[config.mk]
export PLATFORM = sky130hd
export DESIGN_NAME = wcss_fifo
export DESIGN_NICKNAME = d
export VERILOG_FILES = /design/src/rtl/wcss_pkg.sv /design/src/rtl/wcss_fifo.sv
export SDC_FILE = /design/constraint.sdc
export NUM_CORES = 1
export LEC_CHECK = 0
export BUFFER_PORTS_ARGS = -buffer_cell sky130_fd_sc_hd__clkbuf_2
export CELL_PAD_IN_SITES_DETAIL_PLACEMENT = 1
export CELL_PAD_IN_SITES_GLOBAL_PLACEMENT = 1
export CORE_ASPECT_RATIO = 1.1
export CORE_UTILIZATION = 40
export DETAILED_ROUTE_END_ITERATION = 8
export GPL_ROUTABILITY_DRIVEN = 0
export PLACE_DENSITY_LB_ADDON = 0.1
export REMOVE_ABC_BUFFERS = 1
export SYNTH_ARGS = -nofsm -noshare
export SYNTH_HDL_FRONTEND = slang
export SYNTH_SLANG_ARGS = --single-unit
export TNS_END_PERCENT = 100
[constraint.sdc]
create_clock -name clk -period 5.3 [get_ports clk]
set_input_delay 0.265 -clock clk [delete_from_list [all_inputs] [get_ports clk]]
set_output_delay 0.265 -clock clk [all_outputs]
set_load 0.03 [all_outputs]
[src/rtl/wcss_pkg.sv]
package wcss_pkg;

	// fixed field widths of the channels
	localparam int LABEL_W    = 4;
	localparam int VALUE_W    = 16;
	localparam int CIDX_W     = 4;
	localparam int SSW_W      = 47;
	localparam int NF_W       = 4;
	localparam int NC_W       = 5;
	localparam int CFG_IDX_W  = 2;
	localparam int CFG_DATA_W = 8;

	// at most this many results per end of set
	localparam int RESULT_LIMIT = 16;

	// register indexes
	localparam logic [CFG_IDX_W-1:0] REG_NUM_FEATURES = 2'd0;
	localparam logic [CFG_IDX_W-1:0] REG_NUM_CLUSTERS = 2'd1;

endpackage

[src/rtl/wcss_fifo.sv]
module wcss_fifo import wcss_pkg::*; #(
	parameter int W     = 8,
	parameter int DEPTH = 4
) (
	input  logic         clk,
	input  logic         arst_n,
	input  logic         push_valid,
	output logic         push_ready,
	input  logic [W-1:0] push_data,
	output logic         pop_valid,
	input  logic         pop_ready,
	output logic [W-1:0] pop_data
);
	localparam int PW = (DEPTH > 1) ? $clog2(DEPTH) : 1;
	localparam int CNTW = $clog2(DEPTH + 1);

	logic [W-1:0]    mem_q [DEPTH];
	logic [PW-1:0]   wr_q, rd_q;
	logic [CNTW-1:0] cnt_q;
	logic            push, pop;

	assign push_ready = (int'(cnt_q) < DEPTH);
	assign pop_valid  = (cnt_q != '0);
	assign pop_data   = mem_q[rd_q];
	assign push       = push_valid && push_ready;
	assign pop        = pop_valid && pop_ready;

	always_ff @(posedge clk) begin
		if (push) begin
			mem_q[wr_q] <= push_data;
		end
	end

	always_ff @(posedge clk or negedge arst_n) begin
		if (!arst_n) begin
			wr_q  <= '0;
			rd_q  <= '0;
			cnt_q <= '0;
		end else begin
			if (push) begin
				wr_q <= (int'(wr_q) == DEPTH - 1) ? '0 : wr_q + 1'b1;
			end
			if (pop) begin
				rd_q <= (int'(rd_q) == DEPTH - 1) ? '0 : rd_q + 1'b1;
			end
			if (push && !pop) begin
				cnt_q <= cnt_q + 1'b1;
			end else if (pop && !push) begin
				cnt_q <= cnt_q - 1'b1;
			end
		end
	end
endmodule

Word level (Yosys, flattened, before mapping)
Memory sizes are Yosys's and may differ from the RTL's.
Cells that the tools add are included.
W data, S select, Z words.
{ "classes": {"n_eq_ne": 2, "reduce_logical": 8, "order_cmp": 1, "addsub": 4, "muxes": 6} }
{ "ops": {"columns": ["op", "n"], "rows": [
  ["$mux W3", 2],
  ["$add A2 B1 Y2 const B", 2],
  ["$eq A2 B1 Y1 const B", 2],
  ["$logic_and A1 B1 Y1", 4],
  ["$mux W2", 2],
  ["$add A3 B1 Y3 const B", 1],
  ["$lt A3 B3 Y1 const B", 1],
  ["$reduce_bool A3 Y1", 1],
  ["$sub A3 B1 Y3 const B", 1],
  ["$logic_not A1 Y1", 2],
  ["$mux W1", 2],
  ["$reduce_bool A2 Y1", 1]
]} }
{ "word_totals": {"reg_bits": 7, "mem_count": 1, "mem_bits_rw": 32} }
{ "mem_list": {"columns": ["name", "words", "width", "rd", "rd_ports_with_merged_regs", "write_ports", "line_no", "source"], "rows": [
  ["mem_q", 4, 8, 1, 0, 1, "wcss_fifo.sv:17", "logic [W-1:0] mem_q [DEPTH];"]
]} }

Longest topological paths before layout
{ "depth": {"depth_word": 6, "depth_mapped": 8} }

Worst setup path before layout
Ideal clock, no wire load.
{ "synth_path": {"kind": "flip-flop to flip-flop", "startpoint": "register cnt_q[0]", "endpoint": "register cnt_q[2]", "arrival_time_ns": 1.868, "stages_incl_launch_ff": 9, "setup_time_ns": 0.132, "setup_slack_ns": 3.300, "n_path_buf": 0, "cell_sequence": "dfrtp_1 -> or3_4 -> nand2_4 -> ha_1 -> inv_1 -> fa_1 -> xor2_1 -> nor2_1 -> xnor2_1"} }
{ "synth_between": {"elab_chain_cells": 5, "elab_cells_between_ends": 13, "cone_classes": "add/sub (2); order compare (1); mux (2); reduce/logical (8)"} }
{ "synth_lines": {"columns": ["element", "line_no", "source"], "rows": [
  ["from (decl)", "wcss_fifo.sv:19", "logic [CNTW-1:0] cnt_q;"],
  ["from (signal assigned)", "wcss_fifo.sv:47", "cnt_q <= cnt_q + 1'b1;"],
  ["from (signal assigned)", "wcss_fifo.sv:49", "cnt_q <= cnt_q - 1'b1;"],
  ["$reduce_bool A3 Y1 (*)", "wcss_fifo.sv:23", "assign pop_valid = (cnt_q != '0);"],
  ["via pop_valid", "wcss_fifo.sv:10", "output logic pop_valid,"],
  ["$logic_and A1 B1 Y1 (*)", "wcss_fifo.sv:26", "assign pop = pop_valid && pop_ready;"],
  ["$logic_not A1 Y1", "wcss_fifo.sv:46", "if (push && !pop) begin"],
  ["$logic_and A1 B1 Y1", "wcss_fifo.sv:46", null],
  ["$mux W3 / $reduce_bool A2 Y1 (equally long branches)", null, null]
]} }
Mark *: on every way through the listed nets, which the timed path passes. The rest lies on a longest branch. The select of a mux whose other input is x is not followed.
A chain may end at the register's enable or synchronous reset.

Final worst setup path
{ "layout_path": {"startpoint": "register rd_q[0]", "endpoint": "output port pop_data[2]"} }
{ "layout_between": {"elab_chain_cells": 1} }
{ "layout_lines": {"columns": ["element", "line_no", "source"], "rows": [
  ["from (decl)", "wcss_fifo.sv:18", "logic [PW-1:0] wr_q, rd_q;"],
  ["from (signal assigned)", "wcss_fifo.sv:44", "rd_q <= (int'(rd_q) == DEPTH - 1) ? '0 : rd_q + 1'b1;"],
  ["$mem_v2 Z4 W8", null, null],
  ["to (decl)", "wcss_fifo.sv:12", "output logic [W-1:0] pop_data"]
]} }
Every way passes these cells.

==> summary.md <==
| Metric | Value |
|---|---|
| Pin count of the biggest net entering global routing | `12` |
| Vias/cell | `4.87` |
| Power Dens Cells | `545 nW/µm²` |
| Crit path arrival time | `1.79 ns` |
| Cell count after placement | `149` |
| Final #Nets | `126` |
| Antenna diode count | `0` |
| Unrepaired setup endpoints after global routing | `no` |
| Starting density of the core | `0.428` |
| Max H-tree Level | `2` |
| Drt total wl | `2500 µm` |
| Root Buffer | `clkbuf_8` |
| Gr ovfl total | `0` |
| Status | `complete, no violations` |
| CTS tree | `built` |
| Max clock buf depth | `2` |
| Cts bufs inserted | `5` |
| Post-synth top area share | `0.605` |
| Most frequent cell after synthesis | `edfxtp_1` |
| DRC viols | `0` |
| Dominant synthesized flop cell | `edfxtp_1` |
| FFs w/ async S/R, synth | `0.179` |
| Netlist cell types | `19` |
| Die Ht | `68.1 µm` |
| Hold crit path type | `primary input to flop` |
| Total track usage | `0.139` |
| Met1 Resource Use GR | `0.169` |
| Hold slack final | `0.197 ns` |
| Count of final setup violators | `0` |
| Maxcap violations | `0` |
| Crit end category | `output pin` |
| Core area | `3710 µm²` |
| Horiz. Die Dim | `62.1 µm` |
| Row Count | `23` |
| Synthesis-stage register bit count | `39` |
| Antenna Nets Post-Route | `0` |
| Setup ws final | `3.24 ns` |
| Layer with the highest usage | `met2` |
| Post-Syn Area | `1590 µm²` |
| Yosys Warn Count | `0` |
| Number of flops mapped to enable cells by yosys | `32` |
| Post-CTS Resized | `0` |
| TritonRoute pass-1 iters | `4` |
| Slew HR | `0.601` |
| Vias | `769` |
| First-pass GRT wire length | `3930 µm` |
| HPWL after DPL | `1780 µm` |
| Share of layout cells above drive strength 1 | `0.361` |
| Worst skew pair latency | `0.28 ns` |
| Num Clock Sinks | `39` |
| Minimum clock period | `2.06 ns` |
| Top cells by area, synth | `edfxtp_1 (60%), mux4_2 (11%), dfrtp_1 (11%), ha_1 (4.7%), mux2_4 (1.9%)` |
| CP max FO | `11` |
| Leak pwr | `0.686 nW` |
| Vias in the first global route | `795` |
| Input/output buffers | `21` |
| Die Footprint | `4230 µm²` |
| Final Skew | `0.00474 ns` |
| Period utilization | `0.388` |
| CP required | `5.04 ns` |
| Final Hold Fails | `0` |
| DRT iter0 DRCs | `10` |
| Non-Filler Instances | `158` |
| Setup_tns | `0 ns` |
| WL/cell | `15.8 µm` |
| Tightest Pin Transition | `0.599 ns` |
| Met2 GRT Util | `0.227` |
| Initial antenna violation count | `0` |
| Post-synthesis sequential area ratio | `0.715` |
| DP Worst Slack | `3.28 ns` |
| Max-slew violations | `0` |
| Fin area | `1830 µm²` |
| Worst Setup Path Type | `flop to output pin` |
| Avg Synthesized Cell Area | `19.6 µm²` |
| Layout area overhead | `15.4%` |
| Fmax | `486 MHz` |
| Placed Area | `1740 µm²` |
| Synth area leader | `edfxtp_1` |
| Peak VDD IR | `0.242 mV` |
| Post-synth top cells | `edfxtp_1 (32), mux4_2 (8), dfrtp_1 (7), ha_1 (6)` |
| M3 GR Usage | `0.0454` |
| # IOs | `22` |
| Clock Pin Slew Worst Setup and Hold Paths | `0.07 ns` |
| Post-Synthesis Cells | `81` |
| Startpoint types | `flop` |
## cell usage in the layout (no fill, tap or decap)
cell type,netlist,final
and2_1,4,4
clkbuf_1,2,3
clkbuf_2,0,21
clkbuf_8,0,5
dfrtp_1,7,7
dlygate4sd3_1,0,1
edfxtp_1,32,32
fa_1,1,1
ha_1,6,6
inv_1,4,4
mux2_2,1,1
mux2_4,2,2
mux4_2,8,8
nand2_1,2,2
nand2_4,1,1
nor2_1,3,3
nor2b_1,1,1
o21ai_0,2,2
or3_4,1,1
xnor2_1,2,2
xor2_1,1,1
## registers in the layout, indices dropped and copies added (netlist names)
signal	flops
rd_q	2
mem_q	32
cnt_q	3
wr_q	2
## worst max-delay path, cell delays in order, from the launching register on
cell and delay [ns]:
dfrtp_1 0.72, mux4_2 0.59, clkbuf_2 0.20
## timing repair
| item | CTS | global route |
|---|---|---|
| buffers inserted | 0 | 0 |
| hold endpoints to repair | 7 | 0 |
| hold buffers | 1 | 0 |
## through the flow
| stage | utilization | power, W |
|---|---|---|
| after floorplan | - | 0.000728 |
| after global placement | 0.470 | 0.000820 |
| after detailed placement | 0.470 | 0.000833 |
| after CTS | 0.494 | 0.00102 |
| after global routing | 0.494 | 0.00107 |
| final | 0.494 | 0.000999 |
## path summary, 6_finish.rpt
check | start | endpoint | slack [ns] | cells past startpoint
setup / recovery | rd_q[0] | pop_data[2] | 3.24 | 2
hold / removal | push_data[4] | mem_q[2][4] | 0.20 | 1
hold reg to reg | cnt_q[0] | cnt_q[0] | 0.55 | 1
min in group asynchronous | arst_n | cnt_q[0] | 0.35 | 2
setup reg to reg | cnt_q[2] | cnt_q[2] | 3.27 | 7
max in group asynchronous | arst_n | rd_q[0] | 4.78 | 2
## cell type report
type / instances / area (µm²)
Timing Repair Buffer: 22 / 115
Sequential cell: 39 / 1140
Clock buffer: 8 / 80.1
Multi-Input combinational cell: 35 / 425
Fill cell: 357 / 1880
Tap cell: 50 / 62.6
Inverter: 4 / 15.0
## metal layers
layer | wire length, µm | share of wire | vias to the layer above
met2 | 1320 | 0.53 | 23
met1 | 1070 | 0.43 | 388
li1 | - | - | 356
met4 | 14 | 0.0056 | 0
met5 | 0 | 0 | -
met3 | 96 | 0.038 | 2
## power by group
| group | leakage [nW] | internal [W] | switching [W] | total, W |
|---|---|---|---|---|
| Clock | 0.0395 | 0.0000934 | 0.0000893 | 0.000183 |
| Combinational | 0.273 | 0.000159 | 0.000198 | 0.000357 |
| Sequential | 0.374 | 0.000396 | 0.0000629 | 0.000459 |
## cells by family (layout without fill, tap and decap cells)
family,Yosys count,in the layout,share of synthesized area
compound gates,2,2,0.00630
xor+xnor,3,3,0.0165
fa+ha+maj,7,7,0.0598
buf+inv,7,34,0.0173
flops,39,39,0.715
mux,11,11,0.139
simple gates,12,12,0.0457
(Power assumes the default switching activity.)
