## src/rtl/wcss_pkg.sv

```systemverilog
package wcss_pkg;

	// fixed field widths of the channels
	localparam int LABEL_W    = 4;
	localparam int VALUE_W    = 16;
	localparam int CIDX_W     = 4;
	localparam int SSW_W      = 47;
	localparam int NF_W       = 4;
	localparam int NC_W       = 5;
	localparam int CFG_IDX_W  = 2;
	localparam int CFG_DATA_W = 8;

	// at most this many results per end of set
	localparam int RESULT_LIMIT = 16;

	// register indexes
	localparam logic [CFG_IDX_W-1:0] REG_NUM_FEATURES = 2'd0;
	localparam logic [CFG_IDX_W-1:0] REG_NUM_CLUSTERS = 2'd1;

endpackage

```

## src/rtl/wcss_if.sv

```systemverilog
interface wcss_item_if;
	import wcss_pkg::*;
	logic                      valid;
	logic                      ready;
	logic [LABEL_W-1:0]        cluster_label;
	logic signed [VALUE_W-1:0] value;
	logic                      end_of_row;
	logic                      end_of_set;
	modport source (output valid, cluster_label, value, end_of_row, end_of_set, input ready);
	modport sink (input valid, cluster_label, value, end_of_row, end_of_set, output ready);
endinterface


```

## src/rtl/wcss_front.sv

```systemverilog
module wcss_front import wcss_pkg::*; #(
	parameter int MC  = 16,
	parameter int MF  = 8,
	parameter int MS  = 4096,
	parameter int FW  = 3,
	parameter int FPW = 4,
	parameter int CW  = 13,
	parameter int EW  = 26
) (
	input  logic           clk,
	input  logic           arst_n,
	wcss_item_if.sink      sample,
	input  logic [FPW-1:0] nf,
	output logic           push_valid,
	input  logic           push_ready,
	output logic [EW-1:0]  push_data
);
	logic [FPW-1:0] pos_q;
	logic [CW-1:0]  rows_q;
	logic           take, label_ok, full, acc, cnt, is_set;

	always_comb begin
		is_set   = sample.end_of_set;
		take     = sample.valid && push_ready;
		label_ok = (int'(sample.cluster_label) < MC);
		full     = (int'(rows_q) >= MS);
		acc      = !is_set && !full && label_ok && (pos_q < nf);
		cnt      = !is_set && !full && label_ok && sample.end_of_row;
		sample.ready = push_ready;
		push_valid   = sample.valid && (is_set || acc || cnt);
		push_data    = {is_set, acc, cnt, sample.cluster_label, FW'(pos_q), sample.value};
	end

	always_ff @(posedge clk or negedge arst_n) begin
		if (!arst_n) begin
			pos_q  <= '0;
			rows_q <= '0;
		end else if (take) begin
			if (is_set) begin
				pos_q  <= '0;
				rows_q <= '0;
			end else if (!full) begin
				if (sample.end_of_row) begin
					pos_q <= '0;
					if (label_ok) begin
						rows_q <= rows_q + 1'b1;
					end
				end else if (int'(pos_q) < MF) begin
					pos_q <= pos_q + 1'b1;
				end
			end
		end
	end
endmodule

```

## src/flat_wrapper.sv

```systemverilog
// flat-port wrapper written by rule: the top's interface ports become plain ports
module wcss_front_flat import wcss_pkg::*;
#(
	parameter int MC  = 16,
	parameter int MF  = 8,
	parameter int MS  = 4096,
	parameter int FW  = 3,
	parameter int FPW = 4,
	parameter int CW  = 13,
	parameter int EW  = 26
)
  (clk, arst_n, nf, push_valid, push_ready, push_data, sample_valid, sample_cluster_label, sample_value, sample_end_of_row, sample_end_of_set, sample_ready);
  wcss_item_if sample_i ();
  input  logic clk;
  input  logic arst_n;
  input  logic [FPW-1:0] nf;
  output logic push_valid;
  input  logic push_ready;
  output logic [EW-1:0] push_data;
  input wire logic [$bits(sample_i.valid)-1:0] sample_valid;
  input wire logic [$bits(sample_i.cluster_label)-1:0] sample_cluster_label;
  input wire logic [$bits(sample_i.value)-1:0] sample_value;
  input wire logic [$bits(sample_i.end_of_row)-1:0] sample_end_of_row;
  input wire logic [$bits(sample_i.end_of_set)-1:0] sample_end_of_set;
  output wire logic [$bits(sample_i.ready)-1:0] sample_ready;
  assign sample_i.valid = sample_valid;
  assign sample_i.cluster_label = sample_cluster_label;
  assign sample_i.value = sample_value;
  assign sample_i.end_of_row = sample_end_of_row;
  assign sample_i.end_of_set = sample_end_of_set;
  assign sample_ready = sample_i.ready;
  wcss_front #(.MC(MC), .MF(MF), .MS(MS), .FW(FW), .FPW(FPW), .CW(CW), .EW(EW)) u_core (.clk(clk), .arst_n(arst_n), .sample(sample_i), .nf(nf), .push_valid(push_valid), .push_ready(push_ready), .push_data(push_data));
endmodule
```

## config.mk

```make
export PLATFORM = sky130hd
export DESIGN_NAME = wcss_front_flat
export DESIGN_NICKNAME = d
export VERILOG_FILES = /design/src/rtl/wcss_pkg.sv /design/src/rtl/wcss_if.sv /design/src/rtl/wcss_front.sv /design/src/flat_wrapper.sv
export SDC_FILE = /design/constraint.sdc
export NUM_CORES = 1
export LEC_CHECK = 0
export CAP_MARGIN = 5
export CELL_PAD_IN_SITES_DETAIL_PLACEMENT = 2
export CELL_PAD_IN_SITES_GLOBAL_PLACEMENT = 2
export CORE_MARGIN = 4
export CORE_UTILIZATION = 34
export CTS_CLUSTER_DIAMETER = 200
export DETAILED_ROUTE_END_ITERATION = 8
export DONT_BUFFER_PORTS = 1
export GPL_TIMING_DRIVEN = 0
export PLACE_DENSITY = 0.86
export SYNTH_ARGS = -nofsm -noshare
export SYNTH_HDL_FRONTEND = slang
export SYNTH_SLANG_ARGS = --single-unit
export TNS_END_PERCENT = 20
```

## constraint.sdc

```tcl
create_clock -name clk -period 2.15 [get_ports clk]
set_clock_uncertainty 0.2 [all_clocks]
set_input_delay 0.1075 -clock clk [delete_from_list [all_inputs] [get_ports clk]]
set_output_delay 0.1075 -clock clk [all_outputs]
set_load 0.005 [all_outputs]
```

# After elaboration in Yosys (flattened, before gate mapping)

Cells that the tools add are included.

Bits in registers: 17
Word-level logic and storage cells: 28
Input port bits: 30
Output and inout port bits: 28

Muxes and demuxes: 7
Eq/ne operators: 1
$lt $le $gt $ge: 3
Reduce and logical (&&, ||, !) cells: 13
$add $sub $neg: 2

Operator list:

| cell                    | count |
|---|---|
| $mux W13                | 3 |
| $mux W4                 | 4 |
| $add A13 B1 Y13 const B | 1 |
| $ge A13 B13 Y1 const B  | 1 |
| $reduce_and A3 Y1       | 2 |
| $logic_and A1 B1 Y1     | 5 |
| $add A4 B1 Y4 const B   | 1 |
| $lt A4 B4 Y1            | 1 |
| $lt A4 B4 Y1 const B    | 1 |
| $reduce_bool A3 Y1      | 1 |
| $logic_not A1 Y1        | 2 |
| $logic_or A1 B1 Y1      | 2 |
| $ne A2 B2 Y1 const B    | 1 |
| $reduce_bool A2 Y1      | 1 |

# Longest topological paths before layout

Depth after elaboration: 7
Gate-level depth with buffers: 5
Gate-level depth less buffers: 5

# Worst setup path before layout

No wires, ideal clock.

Path kind: flip-flop to output port
Start point: register u_core.pos_q[3]
End point: output port push_valid
Required time: 1842 ps
Path slack: 457 ps
Data arrival time: 1386 ps
Cell stages (with the launch flop): 5
Cell sequence: dfrtp_1 -> ha_1 -> a2111oi_0 -> o21a_1 -> o31a_1

Longest elaborated chain between the ends: 5

Ends and longest elaborated chain:

| item                            | RTL line           | source |
|---|---|---|
| start: declaration              | wcss_front.sv:18   | `logic [FPW-1:0] pos_q;` |
| start signal: assignment        | wcss_front.sv:49   | `pos_q <= pos_q + 1'b1;` |
| $lt A4 B4 Y1                    | wcss_front.sv:27   | `acc = !is_set && !full && label_ok && (pos_q < nf);` |
| $logic_and A1 B1 Y1             | wcss_front.sv:27   |  |
| via u_core.acc                  | wcss_front.sv:20   | `logic take, label_ok, full, acc, cnt, is_set;` |
| $logic_or A1 B1 Y1 (2 in a row) | wcss_front.sv:30   | `push_valid = sample.valid && (is_set \|\| acc \|\| cnt);` |
| $logic_and A1 B1 Y1             | wcss_front.sv:30   |  |
| end: declaration                | flat_wrapper.sv:17 | `output logic push_valid;` |

The timed path passes the listed nets, and every way through them passes these cells.

# Worst setup path after layout

Ends and elaborated chain as after synthesis.

==> metrics <==
Vias/cell 5.33; sum of negative setup slack 0 ns; I/O pin cnt 58; Critical Path Fanout Max 2; Port Buf Inserts 0; type of destination of the critical path output port; latest clock arrival within the worst-skew pair around 0.3 ns; Hold Worst Slack about 0.076 ns; first-pass detailed-route iteration total 3; clk buf depth 2; Commonest cells post-synth sky130_fd_sc_hd__buf_4 (27), sky130_fd_sc_hd__dfrtp_1 (17), sky130_fd_sc_hd__nand2_1 (12), sky130_fd_sc_hd__o21ai_0 (11), sky130_fd_sc_hd__nor2_1 (8); total nets after synthesis around 170; number of standard cells in the final layout excluding fillers about 190; Max rail drop VDD between 0.15 and 0.2 mV; final-layout fill cell count 380; outcome finished clean; delay contributed by the slowest stage of the critical path approximately 0.42 ns; Switch Pwr between 0.2 and 0.25 mW; fraction of post-synthesis cell area in the top cell type by area 0.349; CORE AREA 3390 sq um; count of state elements after synthesis 17; DRC violation total after the first TritonRoute iteration 24; area of the die between 4000 and 5000 sq um; worst path arrival time approximately 1.7 ns; critical path launch point type register; via count around 1000; path category of the worst min-delay check in2reg; type of the worst setup path reg2out; sequential group share of total power 0.519; detail-routed net length per standard cell between 15 and 20 microns; synth unique cells 38; leading cell type by number of instances after synthesis sky130_fd_sc_hd__buf_4; max-cap violations 0; Top FF cell, synth sky130_fd_sc_hd__dfrtp_1; post-route DRC violation count 0; biggest area contributors in the synthesized netlist sky130_fd_sc_hd__dfrtp_1 (35%), sky130_fd_sc_hd__buf_4 (17%), sky130_fd_sc_hd__ha_1 (5.1%), sky130_fd_sc_hd__o21ai_0 (4.5%), sky130_fd_sc_hd__nand2_1 (3.7%); DRT Wirelength 3480 microns; Area Growth Syn to Fin 12.2%; RSZ-0062 raised after global routing no; number of clock buffers inserted by TritonCTS 3; RePlAce Congestion approximately 0.7; DRT antenna net count 0; layout cell share with drive strength beyond 1 0.274; instance count of the mapped netlist roughly 140; minimum period implied by the final worst setup slack approximately 2 ns; antenna violations before repair 0; Placed Cells approximately 180; Inserted Diodes 0; wire length of the first global-routing pass 5670 microns; final critical-path share of the clock period 0.948; number of pins with negative max-slew slack in the final report 0; Switching Fraction 0.311; NumNets Final between 150 and 200; number of placement rows 21; clock group share of total power 0.244; total congestion overflow after global routing 0; endpoints failing hold 0; required time reported for the critical path endpoint ~1.8 ns; crit path max-delay cell type sky130_fd_sc_hd__dfrtp_1; Cell Pwr Density roughly 540 nW/um^2; library cell used as clock root buffer sky130_fd_sc_hd__clkbuf_4; initial core utilization 0.360; Avg Synthesized Cell Area about 9 sq um; cell-internal power slightly above 0.5 mW; number of global-route vias before repair about 1200; total buffers and inverters traversed by the critical path 0; EDFF count, synth 0; pin count of the biggest net entering global routing 18; Post-DP Area about 1300 sq um; Horiz. Die Dim between 60 and 70 microns; final setup violation count 0; static leakage power 0.635 nW; TritonCTS Sinks 17; cell family contributing the most delay on the critical path compound AO/OA/AOI/OAI gates; overall die height between 60 and 70 microns; clock edge transition at the registers on the reported setup and hold paths 0.11 ns; top achievable clock speed between 400 and 500 MHz; H-Tree Depth 1; total half-perimeter wirelength after legalization and detailed placement between 2000 and 3000 microns; Synth area leader sky130_fd_sc_hd__dfrtp_1; Least-Margin Pin Slew a little over 0.8 ns; clock tree from TritonCTS done; final standard cell area without fillers roughly 1400 sq um; worst-case headroom to the max-slew limit 0.458; number of warnings reported in the yosys synthesis log 0; list of cells traversed by the critical path ha_1, a2111oi_2, o21a_1, o31a_1; FFs w/ async S/R, synth 1.00; overall fraction of global-route tracks in use 0.162; proportion of synthesized chip area in sequential cells 0.349; logic gate share of total power 0.237; synthesized area about 1200 sq um
cell families after synthesis:
logic type,share of synthesized area
adders and majority gates,0.0513
and+or+nand+nor,0.212
xor gates and xnor gates,0.0215
AOI/OAI and AO/OA,0.175
buffers and inverters,0.183
DFF,0.349
muxes,0.00821
metrics by stage:
step	setup slack (ns)	total power, mW	utilization
floorplan	0.457	0.507	-
global placement	0.377	0.533	0.377
detailed placement	0.282	0.548	0.377
CTS	0.0200	0.747	0.402
global route	0.0195	0.794	0.404
finish	0.112	0.735	0.404
tightest hold or removal path, cell delays in order:
cell                        delay [ns]
sky130_fd_sc_hd__and2_2           0.20
sky130_fd_sc_hd__o2111ai_4        0.15
sky130_fd_sc_hd__o31ai_1          0.07
final timing paths:
path,from,to,slack (ns),depth (start not counted)
max in group asynchronous,arst_n,u_core.rows_q[0]$_DFFE_PN0P_,1.11,1
worst max register to register,u_core.rows_q[12]$_DFFE_PN0P_,u_core.rows_q[6]$_DFFE_PN0P_,0.44,4
min in group asynchronous,arst_n,u_core.rows_q[3]$_DFFE_PN0P_,0.13,1
worst max-delay path,u_core.pos_q[3]$_DFFE_PN0P_,push_valid,0.11,4
worst min register to register,u_core.rows_q[6]$_DFFE_PN0P_,u_core.rows_q[6]$_DFFE_PN0P_,0.33,1
worst min-delay path,push_ready,u_core.rows_q[5]$_DFFE_PN0P_,0.08,3
final cells by class:
type                       instances  area [sq um]  area share
multi-input combinational         87           578       0.422
sequential                        17           425       0.311
buffer                            29           211       0.154
timing repair buffer               6          57.6      0.0420
tap                               46          57.6      0.0420
clock buffer                       3          22.5      0.0165
inverter                           3          11.3     0.00823
clock inverter                     1          5.00     0.00366
power by group through the flow:
stage               Combinational, mW  Clock (mW)  Sequential, mW
finish                          0.174       0.179           0.382
global route                    0.199       0.205           0.390
detailed placement              0.159           0           0.389
floorplan                       0.132           0           0.376
CTS                             0.176       0.189           0.382
global placement                0.150           0           0.383
timing repair:
| item | CTS | global route |
|---|---|---|
| endpoints found under the hold margin | 23 | 0 |
| hold buffers | 5 | 0 |
| setup buffers | 1 | 0 |
| pin swaps | 0 | 1 |
| resized for setup | 1 | 1 |
| setup endpoints to repair | 2 | 2 |
cells in the final DEF (no fill, tap or decap), drive strengths merged:
cell and count:
a2111oi 1, a21oi 7, a22oi 1, a41oi 1, and2 3, and3 4
and4 1, buf 29, clkbuf 4, clkinv 1, dfrtp 17, dlygate4sd3 5
ha 5, inv 3, mux2i 1, nand2 12, nand2b 3, nand3 4
nand3b 1, nand4 1, nor2 8, nor2b 2, nor3 1, nor3b 1
nor4b 1, o2111ai 2, o21a 2, o21ai 13, o31a 1, o31ai 4
or2 1, or3 3, xnor2 2, xor2 1
layer usage:
layer,global-route usage,part of all wire,vias to the layer above
met5,0,0,-
met4,0.0248,0.0034,0
met3,0.0427,0.072,2
met2,0.298,0.51,46
met1,0.191,0.42,505
li1,-,-,471
sequential cells by signal, indices dropped and copies added (netlist names):
register and cells:
u_core.pos_q 4, u_core.rows_q 13
Power figures use the tool's default switching activity.
